$ cat config.mk
export PLATFORM = sky130hd
export DESIGN_NAME = rsht_ctrl
export DESIGN_NICKNAME = d
export VERILOG_FILES = /design/src/hdl/rsht_pkg.sv /design/src/hdl/rsht_ctrl.sv
export SDC_FILE = /design/constraint.sdc
export NUM_CORES = 1
export LEC_CHECK = 0
export BUFFER_PORTS_ARGS = -buffer_cell sky130_fd_sc_hd__buf_2
export CAP_MARGIN = 20
export CORE_AREA = 5 5 42 44
export CTS_CLUSTER_DIAMETER = 100
export DETAILED_ROUTE_END_ITERATION = 8
export DIE_AREA = 0 0 47 49
export PLACE_DENSITY = 0.35
export REMOVE_ABC_BUFFERS = 1
export SLEW_MARGIN = 15
export SYNTH_ARGS = -nofsm -noshare
export SYNTH_HDL_FRONTEND = slang
export SYNTH_SLANG_ARGS = --single-unit
export TNS_END_PERCENT = 1
$ cat constraint.sdc
create_clock -name clk -period 2.07 [get_ports clk]
set_input_delay 0.207 -clock clk [delete_from_list [all_inputs] [get_ports clk]]
set_output_delay 0.207 -clock clk [all_outputs]
set_load 0.1 [all_outputs]
$ cat src/hdl/rsht_pkg.sv
// Recent slot hash table package: sizes, controller states and the
// command/status structs shared by the controller, datapath and top level.
// No dependencies.
package rsht_pkg;

    localparam int CAPACITY = 512;
    localparam int ROW_W    = (CAPACITY > 1) ? $clog2(CAPACITY) : 1;
    localparam int CNT_W    = $clog2(CAPACITY + 1);
    localparam int SLOT_W   = 64;
    localparam int WORD_W   = 64;
    localparam int HASH_W   = 4 * WORD_W;
    localparam int POS_W    = 9;
    localparam int COUNT_W  = 10;

    localparam logic [ROW_W-1:0] LAST_ROW = ROW_W'(CAPACITY - 1);
    localparam logic [CNT_W-1:0] FULL_CNT = CNT_W'(CAPACITY);

    typedef enum logic [1:0] {
        ST_IDLE,
        ST_SCAN,
        ST_FINISH
    } rsht_state_t;

    typedef struct packed {
        logic ready;
        logic load;
        logic scan;
        logic commit;
    } rsht_cmd_t;

    typedef struct packed {
        logic req_valid;
        logic count_zero;
        logic found;
        logic exhausted;
        logic out_free;
    } rsht_status_t;

endpackage

$ cat src/hdl/rsht_ctrl.sv
// Controller of the recent slot hash table: sequences accept, scan and commit.
// Depends on rsht_pkg.
module rsht_ctrl
    import rsht_pkg::*;
(
    input  logic         clk,
    input  logic         rst_n,
    input  rsht_status_t status,
    output rsht_cmd_t    cmd
);

    rsht_state_t state_reg;
    rsht_state_t state_next;

    always_ff @(posedge clk or negedge rst_n)
    begin
        if (!rst_n)
        begin
            state_reg <= ST_IDLE;
        end
        else
        begin
            state_reg <= state_next;
        end
    end

    always_comb
    begin
        state_next = state_reg;
        case (state_reg)
            ST_IDLE:
            begin
                if (status.req_valid)
                begin
                    state_next = status.count_zero ? ST_FINISH : ST_SCAN;
                end
            end
            ST_SCAN:
            begin
                if (status.found || status.exhausted)
                begin
                    state_next = ST_FINISH;
                end
            end
            ST_FINISH:
            begin
                if (status.out_free)
                begin
                    state_next = ST_IDLE;
                end
            end
            default:
            begin
                state_next = ST_IDLE;
            end
        endcase
    end

    always_comb
    begin
        cmd = '0;
        case (state_reg)
            ST_IDLE:
            begin
                cmd.ready = 1'b1;
                cmd.load  = status.req_valid;
            end
            ST_SCAN:
            begin
                cmd.scan = 1'b1;
            end
            ST_FINISH:
            begin
                cmd.commit = status.out_free;
            end
            default:
            begin
                cmd = '0;
            end
        endcase
    end

endmodule

==> reports/metrics.cfg <==
[clock_network]
htreeDepth = 1
cts-root-buf = clkbuf_4
cts_sinks = 2
clk_latency_ns = 0.22
max-clock-path-buffers = 2
cts_buffers = 3
hold_buffers = 1
ctsResizeCount = 0
postCtsSetupBuffers = 0
tritoncts = done
clkTransAtPathRegs_ns = 0.03

[placement]
place_ws_ns = 0.7427
place.gp.congestion = 0.6210
io_buffer_count = 10

[floorplan]
start_util_pct = 8.750
die-area_um2 = 2303
num_io_pins = 11
die_height_um = 49
row_count = 14
coreArea_um2 = 1401
die_w_um = 47

[power]
p_leak_nw = 0.1181
total_power_mw = 0.3451
ir_drop_v = 0.0004291
power-per-cell-area_nw_per_um2 = 1532

[global_route]
grt_pass1_wl_um = 724
grt_overflow = 0
grt_pass1_vias = 166
antenna_found_initial = 0
grt_start_max_net_pins = 8
grt_usage_pct = 4.789

[sta]
setup_viol = 0
hold_viol = 0
skew_ns = 0.002077
rsz0062_at_grt = false
drv_slew = 0
postLayoutSetupSlackWorst_ns = 0.5221
min_period_ns = 1.548
fin_crit_sh_pct = 74.78
max_freq_mhz = 646.1
tightest_slew_ns = 0.4875
slew-limit-headroom_pct = 67.72

[setup_path]
required_ns = 1.86
arrival_ns = 1.34
crit_path_top_delay_cell = dfrtp_1
critPathMaxFanout = 7
path_cells = nor2_1, and2_1, buf_2
path_buf_inv = 1
path_class = reg2out
cp-end-kind = output port
cp_top_family = flip-flops
crit_path_start_kind = flip-flop
ff2ff_setup_slack_ns = 1.15
critical_path.max_stage_delay_ns = 0.42

[cells_and_area]
largest_register_ffs = 2
nNetsFinal = 39
multiInputGateArea_um2 = 72.57
diodes = 0
seq_area_um2 = 50.05
area_growth_pct = 83.67
drive_above_1_share_pct = 43.33
nFillCells = 180

[synthesis]
synth_area_leaders = dfrtp_1 41%, nor2_1 15%, o31a_1 7.1%
synth_top_area_share_pct = 40.82
synth_top_area_cell = dfrtp_1
syn_inst = 16
netlist_area_um2 = 122.6
ys_seq_area_share_pct = 40.82
ys_types = 10
synth_area_per_cell_um2 = 7.664
ys_seq_elements = 2
yosys_warnings = 0

[status]
status = complete, no violations

[route]
wl_um = 397
first_pass_iters = 2
via_per_inst = 3.283
postRouteAntennaNets = 0
routedWlPerCell_um = 8.630
vias = 151
drt-initial-drc-count = 1
drc_errors = 0

[min_path]
min_path_type = in2async

[job]
drv_cap = 0

-- Yosys cell counts (all sizes together) --
library cell	instances
nor2b	1
o21ai	1
nor3b	1
and2b	1
o31a	1
dfrtp	2
nand2	2
nor2	5
a21oi	1
and2	1
-- stage by stage --
stage	util, %	hold slack [ns]	area [um2]	cells	setup TNS [ns]
2_1_floorplan	-	-0.08859	122.6	16	-0.7574
3_3_place_gp	13.75	-0.002668	192.7	42	0
3_5_place_dp	13.75	-0.004442	192.7	42	0
4_1_cts	16.07	0.2986	225.2	46	0
5_1_grt	16.07	0.3366	225.2	46	0
6_report	16.07	0.3091	225.2	46	0
-- layout by cell type, fill, tap and decap left out --
| cell type | synthesis | layout |
|---|---|---|
| nor3b_1 | 1 | 1 |
| a21oi_1 | 1 | 1 |
| dlygate4sd3_1 | 0 | 1 |
| nor2_1 | 5 | 5 |
| nor2b_1 | 1 | 1 |
| buf_2 | 0 | 10 |
| and2_1 | 1 | 1 |
| clkbuf_4 | 0 | 3 |
| o31a_1 | 1 | 1 |
| and2b_1 | 1 | 1 |
| o21ai_0 | 1 | 1 |
| dfrtp_1 | 2 | 2 |
| nand2_1 | 2 | 2 |
-- path summary, 6_finish.rpt --
| path | to | startpoint | cells past startpoint |
|---|---|---|---|
| max | cmd[2] | state_reg[0] | 3 |
| max reg2reg | state_reg[1] | state_reg[1] | 2 |
| min reg2reg | state_reg[0] | state_reg[1] | 1 |
| min in group clk | state_reg[0] | status[3] | 4 |
| min | state_reg[0] | rst_n | 2 |
| max in group asynchronous | state_reg[1] | rst_n | 2 |
-- area by class of cell --
type,count,area share (%)
Tap cell,16,8.889
Sequential cell,2,22.22
Timing Repair Buffer,11,26.67
Multi-Input combinational cell,14,32.22
Clock buffer,3,10.00
-- report_power, final --
part	leakage [nW]	switching, mW	total, mW	internal [mW]
clock network	0.0138	0.0207	0.0846	0.0639
registers	0.0256	0.0153	0.0644	0.0491
logic	0.0787	0.161	0.196	0.0354
-- metal layers --
layer	global-route usage (%)	part of all wire, %	vias up
met2	3.846	22	10
met3	5.904	14	0
li1	-	-	82
met1	7.033	63	59
met5	0	0	-
met4	1.382	0	0
-- cell families after synthesis --
group	share of synthesized area (%)
AND/OR/NAND/NOR	43.89
flip-flops	40.82
AO/OA/AOI/OAI	15.30
Power figures use the tool's default switching activity.
